File: config.mk
export PLATFORM = sky130hd
export DESIGN_NAME = override_and_schedule_mode_selector_core
export DESIGN_NICKNAME = d
export VERILOG_FILES = /design/src/rtl/osms_pkg.sv /design/src/rtl/osms_front.sv /design/src/rtl/osms_back.sv /design/src/rtl/override_and_schedule_mode_selector_core.sv
export SDC_FILE = /design/constraint.sdc
export NUM_CORES = 2
export LEC_CHECK = 0
export BUFFER_PORTS_ARGS = -buffer_cell sky130_fd_sc_hd__buf_2
export CORE_UTILIZATION = 35
export CTS_BUF_LIST = sky130_fd_sc_hd__clkbuf_4 sky130_fd_sc_hd__clkbuf_8
export DETAILED_ROUTE_END_ITERATION = 7
export PLACE_DENSITY = 0.55
export SLEW_MARGIN = 20
export SYNTH_ARGS = -nofsm -noshare
export SYNTH_HDL_FRONTEND = slang
export SYNTH_HIERARCHICAL = 1
export SYNTH_SLANG_ARGS = --single-unit
File: constraint.sdc
create_clock -name clk -period 5.9 [get_ports clk]
set_input_delay 0.295 -clock clk [delete_from_list [all_inputs] [get_ports clk]]
set_output_delay 0.295 -clock clk [all_outputs]
set_load 0.005 [all_outputs]
File: src/rtl/osms_pkg.sv
// Package for the override and schedule mode selector.
// Holds payload structs, operation codes, constants and the front/back command struct.
`timescale 1ns / 1ps
`default_nettype none
package osms_pkg;

    localparam int INTERSECTIONS_DEF  = 6;
    localparam int SCHEDULE_DEPTH_DEF = 32;

    localparam logic [2:0]  TARGET_ALL  = 3'd7;
    localparam logic [10:0] DAY_MINUTES = 11'd1440;
    localparam logic [29:0] NS_PER_SEC  = 30'd1000000000;

    typedef enum logic [2:0] {
        OP_CLEAR      = 3'd0,
        OP_ADD        = 3'd1,
        OP_PERSISTENT = 3'd2,
        OP_TEMPORARY  = 3'd3,
        OP_REVERT     = 3'd4,
        OP_RESUME     = 3'd5,
        OP_QUERY      = 3'd6,
        OP_UNUSED     = 3'd7
    } op_t;

    typedef struct packed {
        logic [2:0]  operation;
        logic [2:0]  target;
        logic [1:0]  requested_mode;
        logic [10:0] day_minute;
        logic [15:0] dur_seconds;
        logic [63:0] now_ns;
    } in_item_t;

    typedef struct packed {
        logic ok;
        logic mode;
        logic priority_res;
        logic operator_active;
    } out_item_t;

    // classified command handed from front to back
    typedef struct packed {
        op_t         op;
        logic [2:0]  target;
        logic        mode;
        logic [10:0] minute;
        logic [63:0] now_ns;
        logic [15:0] dur_seconds;
        logic        valid_args;  // static checks passed
        logic        dur_zero;
    } cmd_t;

    typedef enum logic [2:0] {
        ST_IDLE,
        ST_MULT,
        ST_WALK,
        ST_RESULT
    } back_state_t;

endpackage
`default_nettype wire

File: src/rtl/osms_front.sv
// Front end: accepts transactions, checks static fields and queues commands.
// Depends on osms_pkg. Two-entry queue to the back end.
`timescale 1ns / 1ps
`default_nettype none
module osms_front
    import osms_pkg::*;
#(
    parameter int INTERSECTIONS = INTERSECTIONS_DEF
)
(
    input  wire logic     clk,
    input  wire logic     rst_n,
    input  wire logic     in_valid,
    output logic          in_ready,
    input  in_item_t      in_data,
    output logic          cmd_valid,
    input  wire logic     cmd_ready,
    output cmd_t          cmd_data
);

    cmd_t       q_reg [2];
    logic       wr_ptr_reg, wr_ptr_next, rd_ptr_reg, rd_ptr_next;
    logic [1:0] cnt_reg, cnt_next;
    cmd_t       cls;
    logic       tgt_ok, push, pop;

    always_comb
    begin
        tgt_ok = (in_data.target < 3'(INTERSECTIONS)) || (in_data.target == TARGET_ALL);
        cls.op           = op_t'(in_data.operation);
        cls.target       = in_data.target;
        cls.mode         = in_data.requested_mode[0];
        cls.minute       = in_data.day_minute;
        cls.now_ns       = in_data.now_ns;
        cls.dur_seconds  = in_data.dur_seconds;
        cls.dur_zero     = (in_data.dur_seconds == 16'd0);
        unique case (op_t'(in_data.operation))
            OP_CLEAR:      cls.valid_args = 1'b1;
            OP_ADD:        cls.valid_args = tgt_ok && !in_data.requested_mode[1]
                                            && (in_data.day_minute < DAY_MINUTES);
            OP_PERSISTENT: cls.valid_args = tgt_ok && !in_data.requested_mode[1]
                                            && cls.dur_zero;
            OP_TEMPORARY:  cls.valid_args = tgt_ok && !in_data.requested_mode[1]
                                            && !cls.dur_zero;
            OP_REVERT:     cls.valid_args = tgt_ok && cls.dur_zero;
            OP_RESUME:     cls.valid_args = tgt_ok;
            OP_QUERY:      cls.valid_args = (in_data.target < 3'(INTERSECTIONS));
            default:       cls.valid_args = 1'b0;
        endcase
    end

    assign in_ready  = (cnt_reg != 2'd2);
    assign cmd_valid = (cnt_reg != 2'd0);
    assign cmd_data  = q_reg[rd_ptr_reg];
    assign push      = in_valid && in_ready;
    assign pop       = cmd_valid && cmd_ready;

    always_comb
    begin
        wr_ptr_next = push ? !wr_ptr_reg : wr_ptr_reg;
        rd_ptr_next = pop ? !rd_ptr_reg : rd_ptr_reg;
        cnt_next    = cnt_reg + {1'b0, push} - {1'b0, pop};
    end

    always_ff @(posedge clk or negedge rst_n)
    begin
        if (!rst_n)
        begin
            wr_ptr_reg <= 1'b0;
            rd_ptr_reg <= 1'b0;
            cnt_reg    <= 2'd0;
        end
        else
        begin
            wr_ptr_reg <= wr_ptr_next;
            rd_ptr_reg <= rd_ptr_next;
            cnt_reg    <= cnt_next;
        end
    end

    always_ff @(posedge clk)
    begin
        if (push)
            q_reg[wr_ptr_reg] <= cls;
    end

endmodule
`default_nettype wire

File: src/rtl/osms_back.sv
// Back end: schedule table walk, override registers and result register.
// Depends on osms_pkg. Table is a memory read one entry per cycle.
`timescale 1ns / 1ps
`default_nettype none
module osms_back
    import osms_pkg::*;
#(
    parameter int INTERSECTIONS  = INTERSECTIONS_DEF,
    parameter int SCHEDULE_DEPTH = SCHEDULE_DEPTH_DEF
)
(
    input  wire logic     clk,
    input  wire logic     rst_n,
    input  wire logic     cmd_valid,
    output logic          cmd_ready,
    input  cmd_t          cmd_data,
    output logic          out_valid,
    input  wire logic     out_ready,
    output out_item_t     out_data
);

    localparam int AW = (SCHEDULE_DEPTH > 1) ? $clog2(SCHEDULE_DEPTH) : 1;
    localparam int CW = $clog2(SCHEDULE_DEPTH + 1);
    localparam int IW = (INTERSECTIONS > 1) ? $clog2(INTERSECTIONS) : 1;

    logic [10:0] mem_minute [SCHEDULE_DEPTH];
    logic [2:0]  mem_target [SCHEDULE_DEPTH];
    logic        mem_mode   [SCHEDULE_DEPTH];
    logic [10:0] rd_minute;
    logic [2:0]  rd_target;
    logic        rd_mode;

    logic [INTERSECTIONS-1:0] p_on_reg, p_on_next;
    logic [INTERSECTIONS-1:0] p_val_reg, p_val_next;
    logic [INTERSECTIONS-1:0] t_val_reg, t_val_next;
    logic [63:0]              t_exp_reg [INTERSECTIONS];
    logic [63:0]              t_exp_next [INTERSECTIONS];

    back_state_t state_reg, state_next;
    cmd_t        cmd_reg, cmd_next;
    logic [CW-1:0] count_reg, count_next;
    logic [CW-1:0] idx_reg, idx_next;
    logic          rd_valid_reg, rd_valid_next;   // read data belongs to idx_reg-1
    logic [10:0]   best_reg, best_next;
    logic          sel_reg, sel_next;
    logic          hit_reg, hit_next;
    out_item_t     res_reg, res_next;
    logic          out_valid_reg, out_valid_next;
    logic [63:0]   prod_reg, prod_next;

    logic [IW-1:0] qt;
    logic          tmp_live, op_act;
    logic [11:0]   diff;
    logic [10:0]   el;
    logic [64:0]   sum;
    logic [45:0]   prod_full;
    logic          rd_en;
    logic [AW-1:0] rd_addr;
    logic          wr_en;

    assign qt        = cmd_reg.target[IW-1:0];
    assign tmp_live  = t_exp_reg[qt] > cmd_reg.now_ns;
    assign op_act    = p_on_reg[qt] || tmp_live;
    assign cmd_ready = (state_reg == ST_IDLE);
    assign out_valid = out_valid_reg;
    assign out_data  = res_reg;
    assign prod_full = cmd_reg.dur_seconds * NS_PER_SEC;
    assign sum       = {1'b0, cmd_reg.now_ns} + {1'b0, prod_reg};
    assign rd_addr   = idx_reg[AW-1:0];

    always_comb
    begin
        diff = {1'b0, cmd_reg.minute} - {1'b0, rd_minute};
        el   = diff[11] ? 11'(diff + {1'b0, DAY_MINUTES}) : diff[10:0];
    end

    always_comb
    begin
        state_next     = state_reg;
        cmd_next       = cmd_reg;
        count_next     = count_reg;
        idx_next       = idx_reg;
        rd_valid_next  = 1'b0;
        best_next      = best_reg;
        sel_next       = sel_reg;
        hit_next       = hit_reg;
        res_next       = res_reg;
        out_valid_next = out_valid_reg;
        prod_next      = prod_reg;
        p_on_next      = p_on_reg;
        p_val_next     = p_val_reg;
        t_val_next     = t_val_reg;
        t_exp_next     = t_exp_reg;
        rd_en          = 1'b0;
        wr_en          = 1'b0;
        if (out_valid_reg && out_ready)
            out_valid_next = 1'b0;
        unique case (state_reg)
            ST_IDLE:
            begin
                if (cmd_valid)
                begin
                    cmd_next  = cmd_data;
                    idx_next  = '0;
                    best_next = DAY_MINUTES;
                    sel_next  = 1'b0;
                    hit_next  = 1'b0;
                    if (cmd_data.op == OP_TEMPORARY && cmd_data.valid_args)
                        state_next = ST_MULT;
                    else if ((cmd_data.op == OP_ADD || cmd_data.op == OP_QUERY)
                             && cmd_data.valid_args)
                        state_next = ST_WALK;
                    else
                        state_next = ST_RESULT;
                end
            end
            ST_MULT:
            begin
                prod_next  = 64'(prod_full);
                state_next = ST_RESULT;
            end
            ST_WALK:
            begin
                // evaluate entry read last cycle
                if (rd_valid_reg)
                begin
                    if (cmd_reg.op == OP_ADD)
                    begin
                        if (rd_minute == cmd_reg.minute &&
                            (rd_target == cmd_reg.target || rd_target == TARGET_ALL ||
                             cmd_reg.target == TARGET_ALL))
                            hit_next = 1'b1;
                    end
                    else if (rd_target == TARGET_ALL || rd_target == cmd_reg.target)
                    begin
                        if (el < best_reg)
                        begin
                            best_next = el;
                            sel_next  = rd_mode;
                        end
                    end
                end
                if (idx_reg < count_reg)
                begin
                    rd_en         = 1'b1;
                    rd_valid_next = 1'b1;
                    idx_next      = idx_reg + 1'b1;
                end
                else if (!rd_valid_reg)
                    state_next = ST_RESULT;
            end
            ST_RESULT:
            begin
                if (!out_valid_reg || out_ready)
                begin
                    res_next       = '0;
                    out_valid_next = 1'b1;
                    state_next     = ST_IDLE;
                    unique case (cmd_reg.op)
                        OP_CLEAR:
                        begin
                            res_next.ok = 1'b1;
                            count_next  = '0;
                        end
                        OP_ADD:
                        begin
                            if (cmd_reg.valid_args && !hit_reg &&
                                count_reg != CW'(SCHEDULE_DEPTH))
                            begin
                                res_next.ok = 1'b1;
                                wr_en       = 1'b1;
                                count_next  = count_reg + 1'b1;
                            end
                        end
                        OP_PERSISTENT, OP_TEMPORARY, OP_REVERT, OP_RESUME:
                        begin
                            if (cmd_reg.valid_args &&
                                !(cmd_reg.op == OP_TEMPORARY && sum[64]))
                            begin
                                res_next.ok = 1'b1;
                                for (int i = 0; i < INTERSECTIONS; i++)
                                begin
                                    if (cmd_reg.target == TARGET_ALL ||
                                        cmd_reg.target == 3'(i))
                                    begin
                                        case (cmd_reg.op)
                                            OP_PERSISTENT:
                                            begin
                                                p_on_next[i]  = 1'b1;
                                                p_val_next[i] = cmd_reg.mode;
                                                t_exp_next[i] = '0;
                                            end
                                            OP_TEMPORARY:
                                            begin
                                                t_val_next[i] = cmd_reg.mode;
                                                t_exp_next[i] = sum[63:0];
                                            end
                                            OP_REVERT:
                                                t_exp_next[i] = '0;
                                            default:
                                            begin
                                                p_on_next[i]  = 1'b0;
                                                t_exp_next[i] = '0;
                                            end
                                        endcase
                                    end
                                end
                            end
                        end
                        OP_QUERY:
                        begin
                            if (cmd_reg.valid_args)
                            begin
                                res_next.operator_active = op_act;
                                if (cmd_reg.minute < DAY_MINUTES)
                                begin
                                    if (tmp_live)
                                    begin
                                        res_next.ok           = 1'b1;
                                        res_next.mode         = t_val_reg[qt];
                                        res_next.priority_res = 1'b1;
                                    end
                                    else if (p_on_reg[qt])
                                    begin
                                        res_next.ok           = 1'b1;
                                        res_next.mode         = p_val_reg[qt];
                                        res_next.priority_res = 1'b1;
                                    end
                                    else if (best_reg != DAY_MINUTES)
                                    begin
                                        res_next.ok   = 1'b1;
                                        res_next.mode = sel_reg;
                                    end
                                end
                            end
                        end
                        default:
                            res_next = '0;
                    endcase
                end
            end
            default:
                state_next = ST_IDLE;
        endcase
    end

    always_ff @(posedge clk or negedge rst_n)
    begin
        if (!rst_n)
        begin
            state_reg     <= ST_IDLE;
            count_reg     <= '0;
            out_valid_reg <= 1'b0;
            rd_valid_reg  <= 1'b0;
            p_on_reg      <= '0;
            p_val_reg     <= '0;
            t_val_reg     <= '0;
            for (int i = 0; i < INTERSECTIONS; i++)
                t_exp_reg[i] <= '0;
        end
        else
        begin
            state_reg     <= state_next;
            count_reg     <= count_next;
            out_valid_reg <= out_valid_next;
            rd_valid_reg  <= rd_valid_next;
            p_on_reg      <= p_on_next;
            p_val_reg     <= p_val_next;
            t_val_reg     <= t_val_next;
            t_exp_reg     <= t_exp_next;
        end
    end

    always_ff @(posedge clk)
    begin
        cmd_reg  <= cmd_next;
        idx_reg  <= idx_next;
        best_reg <= best_next;
        sel_reg  <= sel_next;
        hit_reg  <= hit_next;
        res_reg  <= res_next;
        prod_reg <= prod_next;
    end

    // schedule table memory
    always_ff @(posedge clk)
    begin
        if (wr_en)
        begin
            mem_minute[count_reg[AW-1:0]] <= cmd_reg.minute;
            mem_target[count_reg[AW-1:0]] <= cmd_reg.target;
            mem_mode[count_reg[AW-1:0]]   <= cmd_reg.mode;
        end
        if (rd_en)
        begin
            rd_minute <= mem_minute[rd_addr];
            rd_target <= mem_target[rd_addr];
            rd_mode   <= mem_mode[rd_addr];
        end
    end

endmodule
`default_nettype wire

File: src/rtl/override_and_schedule_mode_selector_core.sv
// Override and schedule mode selector: one result per transaction.
// Path from input accept to result valid: the front queue, then the back end states ST_IDLE,
// ST_MULT for a valid temporary or ST_WALK for a valid add/query, and ST_RESULT, which
// loads the result register. Throughput: the back end takes one transaction at a time
// (serial table walk, one entry per cycle) and a stalled result holds it.
// Reset: asynchronous active low; clears table count, overrides and queues.
`timescale 1ns / 1ps
`default_nettype none
module override_and_schedule_mode_selector_core
    import osms_pkg::*;
#(
    parameter int INTERSECTIONS  = INTERSECTIONS_DEF,
    parameter int SCHEDULE_DEPTH = SCHEDULE_DEPTH_DEF
)
(
    input  wire logic clk,
    input  wire logic rst_n,
    input  wire logic in_valid,
    output logic      in_ready,
    input  in_item_t  in_data,
    output logic      out_valid,
    input  wire logic out_ready,
    output out_item_t out_data
);

    logic cmd_valid, cmd_ready;
    cmd_t cmd_data;

    osms_front #(
        .INTERSECTIONS (INTERSECTIONS)
    ) u_front (
        .clk       (clk),
        .rst_n     (rst_n),
        .in_valid  (in_valid),
        .in_ready  (in_ready),
        .in_data   (in_data),
        .cmd_valid (cmd_valid),
        .cmd_ready (cmd_ready),
        .cmd_data  (cmd_data)
    );

    osms_back #(
        .INTERSECTIONS  (INTERSECTIONS),
        .SCHEDULE_DEPTH (SCHEDULE_DEPTH)
    ) u_back (
        .clk       (clk),
        .rst_n     (rst_n),
        .cmd_valid (cmd_valid),
        .cmd_ready (cmd_ready),
        .cmd_data  (cmd_data),
        .out_valid (out_valid),
        .out_ready (out_ready),
        .out_data  (out_data)
    );

endmodule
`default_nettype wire

# Word-level counts from Yosys, hierarchy flattened
# Memories as Yosys holds them, arrays and structs flattened. A register that Yosys moved wholly into a read port is not among the register bits.
# Cells that the tools add are included.
# totals
register_bits	576
ramBits	680
word_cells	251
n_memories	4
# memory_table
name	depth	word_bits	read_ports	rd_ports_with_merged_regs	wr	line_no	source
u_back.mem_minute	32	11	1	1	1	osms_back.sv:26	logic [10:0] mem_minute [SCHEDULE_DEPTH];
u_front.q_reg	2	100	1	0	1	osms_front.sv:21	cmd_t q_reg [2];
u_back.mem_target	32	3	1	1	1	osms_back.sv:27	logic [2:0] mem_target [SCHEDULE_DEPTH];
u_back.mem_mode	32	1	1	1	1	osms_back.sv:28	logic mem_mode [SCHEDULE_DEPTH];
# op_classes
n_addsub	7
n_mul	1
n_lt_le_gt_ge	8
eq_ne	43
muxes	62
bitwise	2
n_reduce_logical	77
# op_table
cell	n
$bmux 64 s3	1
$mux 64	3
$reduce_and 6->1	19
$mux 11	6
$add 64x46->65	1
$gt 64x64->1	1
$mul 16x21->37 const B	1
$eq 3x3->1 const B	12
$reduce_and 5->1	7
$eq 3x2->1 const B	9
$mux 1	27
$pmux 6 s2	2
$lt 11x11->1 const B	2
$pmux 11 s2	1
$mux 3	7
$mux 6	3
$logic_not 16->1	1
$ne 2x1->1 const B	8
$eq 3x1->1 const B	5
$logic_and 1x1->1	15
$add 6x1->6 const B	2
$logic_not 3->1	4
$logic_or 1x1->1	12
$pmux 3 s4	1
29 further kinds	50

# Longest topological paths before layout
# logic_depth
depth_word	9
ltp_mapped	22
mapped_depth_nobuf	22

# Hierarchy
# Netlist, hierarchy kept.
# by_module_without_submodules
module	n_inst	cells_each	area_each_um2	seq_area_each_um2
osms_back	1	4114	54334.6	29948.7
osms_front	1	350	7562.3	6105.9

# Least setup slack after synthesis
# Ideal clock, no wire load.
# synth_path
path_kind	register to register
startpoint	register u_back/cmd_reg[7] in the netlist's numbering
endpoint	register u_back.prod_reg[42] (data pin)
setup_ps	266
t_arrival_ps	5828
t_required_ps	5634
setup_slack_ps	-194
stages_incl_launch_ff	20
n_path_buf	0
path_cell_list	edfxtp_1 -> inv_1 -> ha_1 -> inv_1 -> fa_1 -> inv_1 -> fa_1 -> fa_1 -> fa_1 -> inv_1 -> fa_1 -> ha_1 -> and3_1 -> a31oi_1 -> o21ai_0 -> a221oi_1 -> a21oi_1 -> a21o_1 -> o41ai_1 -> xnor2_1
# synth_via
elab_chain_len	1
# synth_lines
element	line_no	source
from (decl)	osms_back.sv:40	cmd_t cmd_reg, cmd_next;
from (signal assigned)	osms_back.sv:276	cmd_reg <= cmd_next;
$mul 16x21->37	osms_back.sv:67	assign prod_full = cmd_reg.dur_seconds * NS_PER_SEC;
via u_back.prod_full[42]	osms_back.sv:56	logic [45:0] prod_full;
to (signal assigned)	osms_back.sv:282	prod_reg <= prod_next;
to (decl)	osms_back.sv:49	logic [63:0] prod_reg, prod_next;
# The timed path passes the listed nets, and every way through them passes these cells.
# A chain may end at the register's enable or synchronous reset.

# Worst setup path after layout
# Same ends and word-level chain as after synthesis.

==> metrics <==
status finished, final reports clean; htree depth 4; Routed met3 length about 8400 um; YS warnings 6; Syn Nets 4984; Nets about 5.4k; routability cong. 0.867; required time of the critical path 6.58 ns; drt total wl 161000 um; Bufs and invs on worst path 5; Initial Util 0.354; Slew HR 0.295; fmax roughly 170 MHz; Iter 0 DRT Violations 2570; HP Class in2reg; Crit Path Max Fanout 5; post-route ant nets 0; worst slew pin tran between 1 and 1.5 ns; slowest stage delay, CP between 0.5 and 0.6 ns; DP HPWL around 100000 um; vias in the first global route between 30k and 40k; Final period util 0.974; R2R Setup Slk 0.15 ns; max FFs per register 384; WS Path Type reg2reg; first-pass GRT wire length ~240000 um; Post-route DRC 0; Die ar. 178000 um2; multi-input combinational cell area 23900 um2; Die W roughly 420 um; Worst path top cell family by delay adder cells; core area 175000 um2; Fill cells between 15k and 20k; clock-pin transition on the worst setup and hold timing paths approximately 0.070 ns; Layout area overhead 16.3%; most frequent CP cell fa_1; met2 wire len between 70000 and 80000 um; clock buffer count from CTS roughly 210; CTS tree yes; clk_skew ~0.050 ns; wl on met1 between 70000 and 80000 um; Max Used Layer met4; Final Max Tran Viols 0; GR Util All Layers 0.180; Placement Cell Area 65600 um2; final hold violation count 0; Site Rows 153; drt pass-1 iters 5; Final Critical Period between 5 and 6 ns; CP Capture Type flip-flop; Die H roughly 420 um; largest net degree at the start of global routing 156; MaxCap Viol Count 0; startpoint types flip-flop; crit-path cells buf_4, inv_1, ha_4, clkinvlp_4, fa_1, inv_1, fa_1, fa_1, fa_1, inv_1, fa_1, ha_4, and3_4, a31oi_4, o21ai_4, a221oi_4, a21oi_2, a21o_1, o41ai_2, xnor2_1; FF+latch area 36000 um2; finished layout cell area between 70000 and 80000 um2; total number of vias approximately 38k; Max clock buf depth 3; crit path DAT 6.43 ns; average size of a mapped cell between 10 and 15 um2; GR Overflow Total 0; CTS sink count around 1.3k; Syn Inst Count ~4.5k; # setup viols final 0; share of cells above drive strength 1 0.229; I/O pin cnt around 110; initial antenna violation count 12; post-synthesis cell area between 60000 and 70000 um2; DR WL/cell between 20 and 25 um; clk_lat worst skew approximately 0.95 ns; RSZ-0062 raised after global routing true; Buffers on Ports 108; Root Buffer Master clkbuf_8; via density per instance a little over 5; slowest cell on the critical path fa_1
-- cell type report --
cell class                      instances  area share
Sequential cell                      1268       0.501
Inverter                              353      0.0185
Multi-Input combinational cell       2631       0.332
Timing Repair Buffer                  410      0.0474
Tap cell                             2325      0.0405
Clock inverter                        105      0.0109
Clock buffer                          288      0.0497
Antenna cell                            2   0.0000696
-- timing repair --
action                                 CTS  global route
buffers inserted                         1            16
setup endpoints to repair                5            13
endpoints found under the hold margin  337             0
hold buffers                           144             0
pin swaps                                0            40
gates resized for setup                  2            64
-- placed cells by master, fill, tap and decap left out, drive strengths merged, types with 21 or more instances in the layout --
cell type and instances:
a21boi 43, a21o 70, a21oi 139, a22o 42, a32oi 25, buf 267
clkbuf 288, clkinv 83, dfrtp 416, dlygate4sd3 143, edfxtp 852, fa 130
ha 290, inv 356, mux2 316, mux2i 70, mux4 150, nand2 342
nand3 41, nand4 38, nor2 175, nor3 21, o21ai 270, o22a 24
o22ai 108, xnor2 65, xor2 33
-- stage by stage --
step / setup TNS [ns] / hold WS [ns] / worst slack, ns / cells / utilization
floorplan: 0 / -0.000591 / 0.0113 / 4461 / -
global placement: -0.0791 / 0.426 / -0.0577 / 6826 / 0.376
detailed placement: -0.353 / 0.428 / -0.138 / 6826 / 0.376
CTS: 0 / 0.000298 / 0.0134 / 7364 / 0.409
global route: -0.243 / 0.0503 / -0.0798 / 7382 / 0.412
finish: 0 / 0.109 / 0.153 / 7382 / 0.412
-- worst paths after layout --
kind,from,to,depth (start not counted)
max,u_back/cmd_reg[7]$_DFFE_PP_,u_back/prod_reg[42]$_DFFE_PN_,20
min,in_data[57],u_front/q_reg[0][75]$_DFFE_PP_,2
max reg2reg,u_back/cmd_reg[7]$_DFFE_PP_,u_back/prod_reg[42]$_DFFE_PN_,20
min reg2reg,u_back/p_val_reg[1]$_DFFE_PN0P_,u_back/p_val_reg[1]$_DFFE_PN0P_,2
max in group asynchronous,rst_n,u_back/t_exp_reg[140]$_DFFE_PN0P_,4
min in group asynchronous,rst_n,u_back/t_exp_reg[222]$_DFFE_PN0P_,3
-- layer usage --
layer / global-route usage / vias up
li1: - / 17300
met1: 0.251 / 19100
met2: 0.281 / 912
met3: 0.0332 / 239
met4: 0.0617 / 0
met5: 0 / -
Power is left out: the tool's default activity adds up to more than one toggle a clock period on the data nets, which glitch-free logic cannot reach.
